`src/hw/rtl/arlpf_pkg.sv`:
```
// Shared types and constants for the adaptive RC low-pass filter.
// No dependencies.
package arlpf_pkg;

   localparam int unsigned SAMPLE_WIDTH = 16;
   localparam int unsigned CFG_WIDTH    = 16;
   localparam int unsigned CSR_IDX_WIDTH = 8;
   localparam int unsigned COUNT_WIDTH  = 17;

   localparam logic [CSR_IDX_WIDTH-1:0] REG_DIFF_THRESHOLD = 8'd0;
   localparam logic [CSR_IDX_WIDTH-1:0] REG_COUNT_LIMIT    = 8'd1;
   localparam logic [CSR_IDX_WIDTH-1:0] REG_BASE_COEFF     = 8'd2;
   localparam logic [CSR_IDX_WIDTH-1:0] REG_COEFF_STEP     = 8'd3;

   localparam logic [CFG_WIDTH-1:0] RST_DIFF_THRESHOLD = 16'd256;
   localparam logic [CFG_WIDTH-1:0] RST_COUNT_LIMIT    = 16'd8;
   localparam logic [CFG_WIDTH-1:0] RST_BASE_COEFF     = 16'd3277;
   localparam logic [CFG_WIDTH-1:0] RST_COEFF_STEP     = 16'd328;

   // Q1.15 unity
   localparam logic [CFG_WIDTH-1:0] COEFF_ONE = 16'h8000;

   typedef struct packed {
      logic [CFG_WIDTH-1:0] diff_threshold;
      logic [CFG_WIDTH-1:0] count_limit;
      logic [CFG_WIDTH-1:0] base_coeff;
      logic [CFG_WIDTH-1:0] coeff_step;
   } cfg_type;

endpackage

```
`src/hw/rtl/arlpf_csr.sv`:
```
// Configuration register bank of the adaptive RC low-pass filter.
// Depends on arlpf_pkg.
module arlpf_csr (
   input  logic                                clock,
   input  logic                                reset,
   input  logic                                csr_valid,
   output logic                                csr_ready,
   input  logic [arlpf_pkg::CSR_IDX_WIDTH-1:0] csr_index,
   input  logic [arlpf_pkg::CFG_WIDTH-1:0]     csr_data,
   output arlpf_pkg::cfg_type                  cfg
);

   arlpf_pkg::cfg_type cfg_ff;

   assign csr_ready = 1'b1;
   assign cfg       = cfg_ff;

   always_ff @(posedge clock) begin
      if (reset) begin
         cfg_ff.diff_threshold <= arlpf_pkg::RST_DIFF_THRESHOLD;
         cfg_ff.count_limit    <= arlpf_pkg::RST_COUNT_LIMIT;
         cfg_ff.base_coeff     <= arlpf_pkg::RST_BASE_COEFF;
         cfg_ff.coeff_step     <= arlpf_pkg::RST_COEFF_STEP;
      end else if (csr_valid) begin
         case (csr_index)
            arlpf_pkg::REG_DIFF_THRESHOLD: cfg_ff.diff_threshold <= csr_data;
            arlpf_pkg::REG_COUNT_LIMIT:    cfg_ff.count_limit    <= csr_data;
            arlpf_pkg::REG_BASE_COEFF:     cfg_ff.base_coeff     <= csr_data;
            arlpf_pkg::REG_COEFF_STEP:     cfg_ff.coeff_step     <= csr_data;
            default: ;
         endcase
      end
   end

endmodule

```
`src/hw/rtl/arlpf_core.sv`:
```
// Filter state and per-sample update: direction tracking, run counting,
// coefficient adaptation and the Q1.15 multiply-accumulate. Depends on arlpf_pkg.
module arlpf_core (
   input  logic                                     clock,
   input  logic                                     reset,
   input  logic                                     step,
   input  logic signed [arlpf_pkg::SAMPLE_WIDTH-1:0] sample,
   input  arlpf_pkg::cfg_type                       cfg,
   output logic signed [arlpf_pkg::SAMPLE_WIDTH-1:0] filtered
);

   localparam int unsigned SW = arlpf_pkg::SAMPLE_WIDTH;
   localparam int unsigned CW = arlpf_pkg::CFG_WIDTH;
   localparam int unsigned NW = arlpf_pkg::COUNT_WIDTH;

   logic                 primed_ff, primed_in;
   logic signed [SW-1:0] last_ff, last_in;
   logic                 rising_ff, rising_in;
   logic [NW-1:0]        count_ff, count_in;
   logic [CW-1:0]        coeff_ff, coeff_in;

   logic signed [SW:0]     diff;
   logic [SW:0]            mag;
   logic                   rising;
   logic [NW-1:0]          count_inc;
   logic [CW:0]            coeff_sum;
   logic [CW-1:0]          coeff_incd;
   logic [CW-1:0]          base_sat;
   logic signed [2*SW+1:0] product;
   logic signed [SW+2:0]   y_wide;
   logic signed [SW-1:0]   y_sat;

   always_comb begin
      diff      = $signed({sample[SW-1], sample}) - $signed({last_ff[SW-1], last_ff});
      rising    = !diff[SW] && (diff != '0);
      mag       = diff[SW] ? $unsigned(-diff) : $unsigned(diff);
      count_inc = count_ff + NW'(1) + ((mag > {1'b0, cfg.diff_threshold}) ? NW'(2) : NW'(0));
      coeff_sum = {1'b0, coeff_ff} + {1'b0, cfg.coeff_step};
      coeff_incd = (coeff_sum > {1'b0, arlpf_pkg::COEFF_ONE}) ? arlpf_pkg::COEFF_ONE
                                                              : coeff_sum[CW-1:0];
      base_sat  = (cfg.base_coeff > arlpf_pkg::COEFF_ONE) ? arlpf_pkg::COEFF_ONE
                                                          : cfg.base_coeff;

      primed_in = 1'b1;
      rising_in = rising;
      count_in  = count_ff;
      coeff_in  = coeff_ff;
      if (!primed_ff) begin
         rising_in = 1'b0;
         count_in  = '0;
         coeff_in  = base_sat;
      end else if (rising == rising_ff) begin
         count_in = count_inc;
         if (count_inc > {1'b0, cfg.count_limit}) begin
            count_in = '0;
            coeff_in = coeff_incd;
         end
      end else begin
         count_in = '0;
         coeff_in = base_sat;
      end

      // floor(coeff * diff / 2^15) is an arithmetic shift of the product
      product = $signed({1'b0, coeff_in}) * diff;
      y_wide  = $signed({{3{last_ff[SW-1]}}, last_ff}) + product[2*SW+1:CW-1];
      if (y_wide > $signed((SW+3)'(32767)))
         y_sat = 16'sh7FFF;
      else if (y_wide < -$signed((SW+3)'(32768)))
         y_sat = -16'sh8000;
      else
         y_sat = y_wide[SW-1:0];

      last_in  = primed_ff ? y_sat : sample;
      filtered = last_in;
   end

   always_ff @(posedge clock) begin
      if (reset) begin
         primed_ff <= 1'b0;
         last_ff   <= '0;
         rising_ff <= 1'b0;
         count_ff  <= '0;
         coeff_ff  <= '0;
      end else if (step) begin
         primed_ff <= primed_in;
         last_ff   <= last_in;
         rising_ff <= rising_in;
         count_ff  <= count_in;
         coeff_ff  <= coeff_in;
      end
   end

endmodule

```
`src/hw/rtl/adaptive_rc_lowpass_filter.sv`:
```
// Adaptive RC low-pass filter, top level: input register, filter update, result register.
// A req sample is registered in in_sample_ff, filtered, and registered in out_data_ff.
// Throughput: one sample per cycle while rsp_tready is high, set by the combinational
// state update loop in arlpf_core. Reset (synchronous, active high): filter unprimed,
// registers at defaults, both stages empty. Depends on arlpf_pkg, arlpf_csr, arlpf_core.
module adaptive_rc_lowpass_filter (
   input  logic                                     clock,
   input  logic                                     reset,
   input  logic                                     req_tvalid,
   output logic                                     req_tready,
   input  logic signed [arlpf_pkg::SAMPLE_WIDTH-1:0] req_tdata,  // [15:0] sample
   output logic                                     rsp_tvalid,
   input  logic                                     rsp_tready,
   output logic signed [arlpf_pkg::SAMPLE_WIDTH-1:0] rsp_tdata,  // [15:0] filtered
   input  logic                                     csr_valid,
   output logic                                     csr_ready,
   input  logic [arlpf_pkg::CSR_IDX_WIDTH-1:0]      csr_index,
   input  logic [arlpf_pkg::CFG_WIDTH-1:0]          csr_data
);

   arlpf_pkg::cfg_type cfg;

   logic                                     in_valid_ff;
   logic signed [arlpf_pkg::SAMPLE_WIDTH-1:0] in_sample_ff;
   logic                                     out_valid_ff;
   logic signed [arlpf_pkg::SAMPLE_WIDTH-1:0] out_data_ff;
   logic signed [arlpf_pkg::SAMPLE_WIDTH-1:0] filtered;
   logic                                     advance;

   assign advance    = in_valid_ff && (!out_valid_ff || rsp_tready);
   assign req_tready = !in_valid_ff || advance;
   assign rsp_tvalid = out_valid_ff;
   assign rsp_tdata  = out_data_ff;

   arlpf_csr u_csr (
      .clock     (clock),
      .reset     (reset),
      .csr_valid (csr_valid),
      .csr_ready (csr_ready),
      .csr_index (csr_index),
      .csr_data  (csr_data),
      .cfg       (cfg)
   );

   arlpf_core u_core (
      .clock    (clock),
      .reset    (reset),
      .step     (advance),
      .sample   (in_sample_ff),
      .cfg      (cfg),
      .filtered (filtered)
   );

   always_ff @(posedge clock) begin
      if (reset) begin
         in_valid_ff  <= 1'b0;
         out_valid_ff <= 1'b0;
      end else begin
         if (req_tready)
            in_valid_ff <= req_tvalid;
         if (advance)
            out_valid_ff <= 1'b1;
         else if (rsp_tready)
            out_valid_ff <= 1'b0;
      end
   end

   always_ff @(posedge clock) begin
      if (req_tready && req_tvalid)
         in_sample_ff <= req_tdata;
      if (advance)
         out_data_ff <= filtered;
   end

endmodule
```
`config.mk`:
```
export PLATFORM = sky130hd
export DESIGN_NAME = adaptive_rc_lowpass_filter
export DESIGN_NICKNAME = d
export VERILOG_FILES = /design/src/hw/rtl/arlpf_pkg.sv /design/src/hw/rtl/arlpf_csr.sv /design/src/hw/rtl/arlpf_core.sv /design/src/hw/rtl/adaptive_rc_lowpass_filter.sv
export SDC_FILE = /design/constraint.sdc
export NUM_CORES = 1
export LEC_CHECK = 0
export BUFFER_PORTS_ARGS = -buffer_cell sky130_fd_sc_hd__buf_2
export CAP_MARGIN = 10
export CORE_MARGIN = 2
export CORE_UTILIZATION = 55
export DETAILED_ROUTE_END_ITERATION = 16
export HOLD_SLACK_MARGIN = 0.08
export PLACE_DENSITY = 0.82
export SLEW_MARGIN = 40
export SYNTH_ARGS = -nofsm -noshare
export SYNTH_HDL_FRONTEND = slang
export SYNTH_HIERARCHICAL = 1
export SYNTH_SLANG_ARGS = --single-unit
```
`constraint.sdc`:
```
create_clock -name clock -period 17.2 [get_ports clock]
set_input_delay 1.72 -clock clock [delete_from_list [all_inputs] [get_ports clock]]
set_output_delay 1.72 -clock clock [all_outputs]
set_load 0.05 [all_outputs]
```
Word-level counts from Yosys, hierarchy flattened. Cells that the tools add are included.

Logic and storage cells: 61. Bits in registers: 149.

$add $sub $neg: 6. Muxes and demuxes: 16. Reductions and logical operators: 15. Order comparisons: 6. Equal/unequal tests: 4. Multiply operators: 1.

Operators by type and width (number): $mux 16 (8); $mux 17 (4); $gt 17x16->1 (2); $mul 17x17->34 (1); $add 19x19->19 (1); $gt 19x16->1 const B (1); $lt 19x16->1 const B (1); $add 16x16->17 (1); $add 17x1->17 const B (1); $add 17x17->17 (1); $gt 17x16->1 const B (1); $neg 17->17 (1); $reduce_bool 17->1 (1); $sub 16x16->17 (1); $eq 8x2->1 const B (2); $gt 16x16->1 const B (1); $eq 8x1->1 const B (1); $logic_not 8->1 (1); $reduce_and 2->1 (4); $logic_and 1x1->1 (3); $logic_not 1->1 (3); $mux 1 (3); $logic_or 1x1->1 (2); $mux 2 (1); 2 further kinds (2).

Logic depth before layout (Yosys ltp). Gate-level depths: netlist (run 1).

Word-level depth: 16. Mapped depth: 82. Mapped depth without buffers: 77.

Cells and area by module. The synthesis (run 1) kept the hierarchy.

By module, submodules not included: arlpf_core (area each 15770.1 um^2, times used 1, cells each 1981); arlpf_csr (area each 2650.0 um^2, times used 1, cells each 240); adaptive_rc_lowpass_filter (area each 1064.8 um^2, times used 1, cells each 42).

Worst setup path after synthesis (run 1). Ideal clock, no wire load.

Path type: register to register. Start point: register in_sample_ff[0] (netlist name). End point: register out_data_ff (netlist bit rsp_tdata[10]), data pin. Data required time: 16945 ps. Stages on the path, launching flop included: 79. Arrival time: 16708 ps. Slack: 237 ps. Buffers on the path: 5. Clock period less this slack: 16963 ps. Path through: edfxtp_1 inv_1 ha_1 fa_1 nand2b_1 a21oi_1 nor2_1 o311ai_1 a31o_2 buf_2 buf_1 nor2_1 xnor2_1 ha_1 o21a_1 o21a_1 o21a_1 o21a_1 (+43 left out) nor2_1 o21ai_0 a41oi_1 xnor2_1 ha_1 and2_1 a221o_1 a221o_1 or3_1 a22oi_1 nand3_1 o211ai_1 xnor2_1 or3_4 a31oi_2 buf_2 o21a_1 nor2_1.

Longest elaborated chain between the ends: 16. Elaborated cells on any way between the ends: 21.

RTL lines: start: declaration (RTL line adaptive_rc_lowpass_filter.sv:24) `logic signed [arlpf_pkg::SAMPLE_WIDTH-1:0] in_sample_ff;`; start signal: assignment (RTL line adaptive_rc_lowpass_filter.sv:70) `in_sample_ff <= req_tdata;`; $sub 16x16->17 (*) (RTL line arlpf_core.sv:34) `diff = $signed({sample[SW-1], sample}) - $signed({last_ff[SW-1], last_ff});`; $neg 17->17 (RTL line arlpf_core.sv:36) `mag = diff[SW] ? $unsigned(-diff) : $unsigned(diff);`; $mux 17 (RTL line arlpf_core.sv:36); $gt 17x16->1 (RTL line arlpf_core.sv:37) `count_inc = count_ff + NW'(1) + ((mag > {1'b0, cfg.diff_threshold}) ? NW'(2) : NW'(0));`; $mux 2 (RTL line arlpf_core.sv:37); $add 17x17->17 (RTL line arlpf_core.sv:37); $gt 17x16->1 (RTL line arlpf_core.sv:54) `if (count_inc > {1'b0, cfg.count_limit}) begin`; $mux 16 (RTL line arlpf_core.sv:54); $mux 16 (RTL line arlpf_core.sv:52) `end else if (rising == rising_ff) begin`; $mux 16 (RTL line arlpf_core.sv:48) `if (!primed_ff) begin`; $mul 17x17->34 (*) (RTL line arlpf_core.sv:64) `product = $signed({1'b0, coeff_in}) * diff;`; $add 19x19->19 (*) (RTL line arlpf_core.sv:65) `y_wide = $signed({{3{last_ff[SW-1]}}, last_ff}) + product[2*SW+1:CW-1];`; $lt 19x16->1 (RTL line arlpf_core.sv:68) `else if (y_wide < -$signed((SW+3)'(32768)))`; $mux 16 (RTL line arlpf_core.sv:68); $mux 16 (*) (RTL line arlpf_core.sv:66) `if (y_wide > $signed((SW+3)'(32767)))`; $mux 16 (*) (RTL line arlpf_core.sv:73) `last_in = primed_ff ? y_sat : sample;`; net filtered, one bit (RTL line adaptive_rc_lowpass_filter.sv:27) `logic signed [arlpf_pkg::SAMPLE_WIDTH-1:0] filtered;`; end signal: assignment (RTL line adaptive_rc_lowpass_filter.sv:72) `out_data_ff <= filtered;`; end: declaration (RTL line adaptive_rc_lowpass_filter.sv:26) `logic signed [arlpf_pkg::SAMPLE_WIDTH-1:0] out_data_ff;`.

The timed path passes the listed nets; every way through them passes the cells marked *. A chain may end at the register's enable or synchronous reset.

Final worst setup path (run 1).
Start point: register in_sample_ff[0] (netlist name). End point: register out_data_ff (netlist bit rsp_tdata[9]), data pin.

Same word-level chain as after synthesis.

==> reports/qor.tcl, run 1 <==
set qor(status) {completed}
set qor(required_ns) 17.38
set qor(coreArea_um2) 34710
set qor(cts_root_buf) {clkbuf_16}
set qor(synthesis.area_um2) 19480
set qor(skew_ns) 0.007654
set qor(synthDistinctLibCells) 89
set qor(grt-ovfl-total) 0
set qor(worst_path_dominant_cell_family) {compound AO/OA/AOI/OAI gates}
set qor(clk_path_buf_depth) 2
set qor(grtUsageTotal) 0.3126
set qor(avgViaCountPerCell) 5.975
set qor(setup.worst_path.start_class) {flip-flop}
set qor(totalNegativeSetupSlack_ns) 0
set qor(hold_viol) 0
set qor(vias) 16710
set qor(finalSetupViolCount) 0
set qor(worstPathMaxFanout) 21
set qor(number_of_storage_elements_in_the_synthesis_netlist) 149
set qor(crit_arrival_ns) 16.75
set qor(grt_first_pass_wirelength_um) 89040
set qor(final_layout_size_suffix_gt1_frac) 0.1179
set qor(ys_seq_area_frac) 0.1695
set qor(cp_num_buf_inv) 9
set qor(tightestPinTransition_ns) 0.9318
set qor(timing.setup.critical_path_class) {flip-flop to flip-flop}
set qor(die_width_um) 192.2
set qor(std_cell_rows) 68
set qor(die-height_um) 192.2
set qor(gp_congestion) 1.024
set qor(worst_slew_margin_rel) 0.3720
set qor(maxClockFrequency_ghz) 0.06036
set qor(clock_latency_ns) 0.44
set qor(ant_nets) 0
set qor(cts-htree-levels) 4
set qor(grt_start_max_net_pins) 121
set qor(class_of_the_most_critical_hold_timing_path) {flip-flop to flip-flop}
set qor(dieArea_um2) 36950
set qor(post-route-min-period_ns) 16.57
set qor(io_count) 64
set qor(synthToLayoutAreaGrowth_pct) 9.882
set qor(yosys_warnings) 6
set qor(remaining_drc_errors) 0
set qor(timing.final.max_slew_violations) 0
set qor(clkSinkCount) 149
set qor(worstSetupEndpointType) {flip-flop}
set qor(routedWlPerCell_um) 19.97
set qor(leading_cell_type_by_number_of_instances_after_synthesis) {inv_1}
set qor(antenna-diode-count) 0
set qor(critical-path-max-stage-delay_ns) 0.55
set qor(slowest_stage) {fa_1}
set qor(async_reset_ff_frac) 0
set qor(timing.critical_path.mode_cell) {o21a_1}
set qor(yosys.area.top_type_share) 0.2178
set qor(grt_antenna_before_repair) 0
set qor(grt_pass1_vias) 17030
set qor(synth_fp_nets) 2728
set qor(ys.flop_type) {dfxtp_1}
set qor(tritoncts) {yes}
set qor(place.detailed.instances) 2747
set qor(cts_made_buffers) 17
set qor(synth-edff-count) 32
set qor(number_of_cells_in_the_finished_layout_apart_from_fillers) 2796
set qor(effective_utilization_at_floorplan) 0.5613
set qor(synth.avg_cell_area_um2) 8.610
set qor(max_cap_viol_count) 0
set qor(min_period_over_period) 0.9632
set qor(timing.hold.ws_ns) 0.4722
set qor(yosys-top-cells-area) {fa_1 (22%), ha_1 (13%), dfxtp_1 (12%)}
set qor(place.detailed.hpwl_um) 44130
set qor(synth_cells) 2263
set qor(drtIter0Drc) 1536
set qor(port_buffers) 62
set qor(detail_route.first_pass.iterations) 5
set qor(synth_top_cell_by_area) {fa_1}
set qor(clk_transition_reported_paths_ns) 0.07
set qor(post_synth_most_frequent_cells) {inv_1 (352), nor2_1 (283), fa_1 (212), ha_1 (208), nand2_1 (158)}
set qor(final_wl_um) 55840
set qor(design.final.nets) 2793
## cell usage in the layout, fill, tap and decap left out, types with 17 or more instances in the layout
| cell | instances |
|---|---|
| inv_1 | 351 |
| nor2_1 | 279 |
| fa_1 | 211 |
| ha_1 | 204 |
| nand2_1 | 156 |
| dfxtp_1 | 117 |
| nand2b_1 | 86 |
| a21oi_1 | 83 |
| mux2i_1 | 73 |
| buf_4 | 67 |
| buf_2 | 62 |
| xnor2_1 | 59 |
| o21ai_0 | 44 |
| a21o_1 | 35 |
| edfxtp_1 | 32 |
| nand3_1 | 31 |
| xor2_1 | 28 |
| or2_2 | 27 |
| o21a_1 | 24 |
| a211oi_1 | 21 |
| nand4_1 | 19 |
| nor2b_1 | 19 |
| a22oi_1 | 19 |
| clkbuf_16 | 18 |
| and3_1 | 17 |
## cell families (layout without fill, tap and decap cells)
kind of cell,after synthesis,after routing,synth area share
compound gates,364,364,0.1304
flops,149,149,0.1695
other cells,1,1,0.0001925
buf+inv,444,522,0.08996
fa+ha+maj,420,420,0.3514
xor+xnor,88,88,0.03956
simple gates,716,716,0.1768
mux,81,81,0.04225
## per-layer routing
metal	global-route usage	part of all wire	vias to the layer above
li1	-	-	7591
met4	0.1829	0.068	0
met2	0.5208	0.47	852
met5	0	0	-
met3	0.04878	0.077	214
met1	0.3839	0.39	8050
## area by class of cell
cell class,count,area (um^2)
Sequential cell,149,3303
Clock inverter,12,155.1
Multi-Input combinational cell,1670,14670
Tap cell,455,569.3
Clock buffer,20,478.0
Fill cell,2881,13300
Timing Repair Buffer,138,918.4
Inverter,352,1321
## state kept, by name, summed over array words and instances (netlist names)
| register | count |
|---|---|
| u_core/coeff_ff | 16 |
| u_core/rising_ff | 1 |
| rsp_tvalid | 1 |
| u_csr/cfg | 64 |
| u_core/count_ff | 17 |
| u_core/last_ff | 16 |
| u_core/primed_ff | 1 |
| in_valid_ff | 1 |
| in_sample_ff | 16 |
| rsp_tdata | 16 |
## tightest hold or removal path, stage by stage, from the launching register on
cell	delay, ns
dfxtp_1	0.31
nand2b_1	0.06
mux2i_1	0.06
## what timing repair did
action                                  4_1_cts  5_1_grt
endpoints found under the setup margin       30       32
hold buffers                                  0        0
cloned                                        0        3
buffers inserted                              0       14
hold endpoints to repair                      0        0
gates resized for setup                       2       70
pin swaps                                     0       21
## worst paths after layout
check | start | endpoint | slack [ns] | depth (start not counted)
setup reg to reg | in_sample_ff[0]$_DFFE_PP_ | rsp_tdata[9]$_DFFE_PP_ | 0.63 | 76
hold / removal | u_csr/cfg[43]$_SDFFE_PP0P_ | u_csr/cfg[43]$_SDFFE_PP0P_ | 0.47 | 2
hold reg to reg | u_csr/cfg[43]$_SDFFE_PP0P_ | u_csr/cfg[43]$_SDFFE_PP0P_ | 0.47 | 2
setup / recovery | in_sample_ff[0]$_DFFE_PP_ | rsp_tdata[9]$_DFFE_PP_ | 0.63 | 76
## metrics by stage
stage	setup slack [ns]	cell area, um^2	util
2_1_floorplan	0.2370	19480	-
3_3_place_gp	0.3143	20360	0.5866
3_5_place_dp	-0.05366	20390	0.5873
4_1_cts	0.005757	21030	0.6057
5_1_grt	-0.1837	21410	0.6168
6_report	0.6326	21410	0.6168
Power of run 1 is left out: the tool's default activity adds up to more than one toggle a clock period on the data nets, which glitch-free logic cannot reach.
==> inputs of run 2 (changes only) <==
--- a/config.mk
+++ b/config.mk
@@ -10,6 +10,6 @@
 export CORE_MARGIN = 2
-export CORE_UTILIZATION = 55
+export CORE_UTILIZATION = 59
 export DETAILED_ROUTE_END_ITERATION = 16
 export HOLD_SLACK_MARGIN = 0.08
-export PLACE_DENSITY = 0.82
+export PLACE_DENSITY = 0.86
 export SLEW_MARGIN = 40
--- a/constraint.sdc
+++ b/constraint.sdc
@@ -3,2 +3,2 @@
 set_output_delay 1.72 -clock clock [all_outputs]
-set_load 0.05 [all_outputs]
+set_load 0.02 [all_outputs]
==> run 2 against run 1 <==
Net effect:
- register-to-register slack got worse by 0.16 ns
- cell area fell by 0.48%
- fmax fell by 0.98%
- critical path depth is 3 lower
- global-route usage rose by 2.4 points
==> reports/qor.tcl, run 2 (same netlist as run 1, synthesis figures left out) <==
set qor(status) {completed}
set qor(largest_register_ffs) 64
set qor(port_buffers) 62
set qor(timing.hold.ws_ns) 0.4762
set qor(grt_pass1_vias) 17180
set qor(totalNegativeSetupSlack_ns) 0
set qor(slowest_stage) {fa_1}
set qor(maxClockFrequency_ghz) 0.05977
set qor(place.detailed.instances) 2733
set qor(skew_ns) 0.01120
set qor(finish.utilization) 0.6549
set qor(cts-htree-levels) 4
set qor(hold_viol) 0
set qor(final_wl_um) 56240
set qor(cts_made_buffers) 17
set qor(critical-path-max-stage-delay_ns) 0.57
set qor(tritoncts) {yes}
set qor(worstPathMaxFanout) 10
set qor(remaining_drc_errors) 0
set qor(detail_route.first_pass.iterations) 6
set qor(min_period_over_period) 0.9728
set qor(ant_nets) 0
set qor(timing.final.max_slew_violations) 0
set qor(finalSetupViolCount) 0
set qor(worstHoldStart) {u_csr/cfg[41]$_SDFFE_PP0P_}
set qor(timing.setup.critical_path_class) {flip-flop to flip-flop}
set qor(grtUsageTotal) 0.3367
set qor(r2r_setup_slack_ns) 0.47
set qor(clk_transition_reported_paths_ns) 0.07
set qor(clock_latency_ns) 0.45
set qor(io_count) 64
set qor(setup.worst_path.start_class) {flip-flop}
set qor(vias) 16830
set qor(design.final.nets) 2789
set qor(critical_path_start) {in_sample_ff[12]$_DFFE_PP_}
set qor(antenna-diode-count) 0
set qor(most-common-layout-cells) {inv_1 (352), nor2_1 (279), fa_1 (211)}
set qor(place.detailed.hpwl_um) 43930
set qor(clk_path_buf_depth) 2
set qor(tightestPinTransition_ns) 0.9987
set qor(cts_root_buf) {clkbuf_16}
set qor(grt_first_pass_wirelength_um) 89450
set qor(layout_commonest_cell) {inv_1}
set qor(number_of_cells_in_the_finished_layout_apart_from_fillers) 2778
set qor(die-height_um) 185.7
set qor(grt_start_max_net_pins) 126
set qor(die_width_um) 185.7
set qor(effective_utilization_at_floorplan) 0.5989
set qor(routedWlPerCell_um) 20.25
set qor(worstSetupEndpointType) {flip-flop}
set qor(worst_slew_margin_rel) 0.3269
set qor(required_ns) 17.40
set qor(number_of_hold_repair_buffers_added_at_the_cts_stage) 0
set qor(dieArea_um2) 34500
set qor(std_cell_rows) 66
set qor(grt-ovfl-total) 0
set qor(max_cap_viol_count) 0
set qor(avgViaCountPerCell) 6.058
set qor(regToRegStartpoint) {in_sample_ff[12]$_DFFE_PP_}
set qor(final_layout_size_suffix_gt1_frac) 0.1130
set qor(coreArea_um2) 32540
set qor(grt_antenna_before_repair) 0
set qor(drtIter0Drc) 1722
set qor(class_of_the_most_critical_hold_timing_path) {flip-flop to flip-flop}
set qor(gp_congestion) 1.022
set qor(crit_arrival_ns) 16.93
set qor(synthToLayoutAreaGrowth_pct) 9.350
set qor(clkSinkCount) 149
set qor(post-route-min-period_ns) 16.73
## run 2: cell types whose count changed in the layout (fill, tap and decap cells not counted), sizes merged
| cell | previous run | this run |
|---|---|---|
| bufinv | 2 | 1 |
| buf | 138 | 134 |
| inv | 358 | 355 |
| clkinv | 2 | 5 |
| clkinvlp | 2 | 0 |
| clkbuf | 20 | 22 |
## run 2: path summary, 6_finish.rpt
path | to | cells past startpoint
max | rsp_tdata[7]$_DFFE_PP_ | 73
min | u_csr/cfg[41]$_SDFFE_PP0P_ | 2
max reg2reg | rsp_tdata[7]$_DFFE_PP_ | 73
min reg2reg | u_csr/cfg[41]$_SDFFE_PP0P_ | 2
## run 2: what timing repair did
item / in CTS / in global routing
buffers inserted: 0 / 12
pin swaps: 0 / 17
cloned: 0 / 2
setup endpoints to repair: 32 / 32
gates resized for setup: 7 / 55
## run 2: final cells by class
type | count | area, um^2
Multi-Input combinational cell | 1670 | 14680
Inverter | 352 | 1321
Sequential cell | 149 | 3304
Clock inverter | 9 | 92.59
Timing Repair Buffer | 134 | 873.3
Tap cell | 442 | 553.0
Fill cell | 2548 | 11230
Clock buffer | 22 | 485.5
## run 2: worst max-delay path: cells and delay by family, from the launching register on
kind	cells	cell delay [ns]
AO/OA/AOI/OAI	32	6.35
XOR/XNOR	3	0.53
AND/OR/NAND/NOR	20	3.69
adder cells (fa/ha/maj)	12	4.89
flip-flops	1	0.44
buffers and inverters	6	0.56
## run 2: metrics by stage
step                cell area (um^2)  worst slack, ns
global placement               20350           0.1971
CTS                            20970          0.08251
detailed placement             20370          -0.3745
floorplan                      19480           0.2370
finish                         21310           0.4685
global route                   21310          -0.1647
## run 2: per-layer routing
| layer | GRT usage | vias up | part of all wire |
|---|---|---|---|
| li1 | - | 7576 | - |
| met1 | 0.4030 | 8121 | 0.38 |
| met2 | 0.5480 | 880 | 0.46 |
| met3 | 0.07259 | 252 | 0.086 |
| met4 | 0.2208 | 0 | 0.079 |
| met5 | 0 | - | 0 |
Power of run 2 is left out for the same reason.
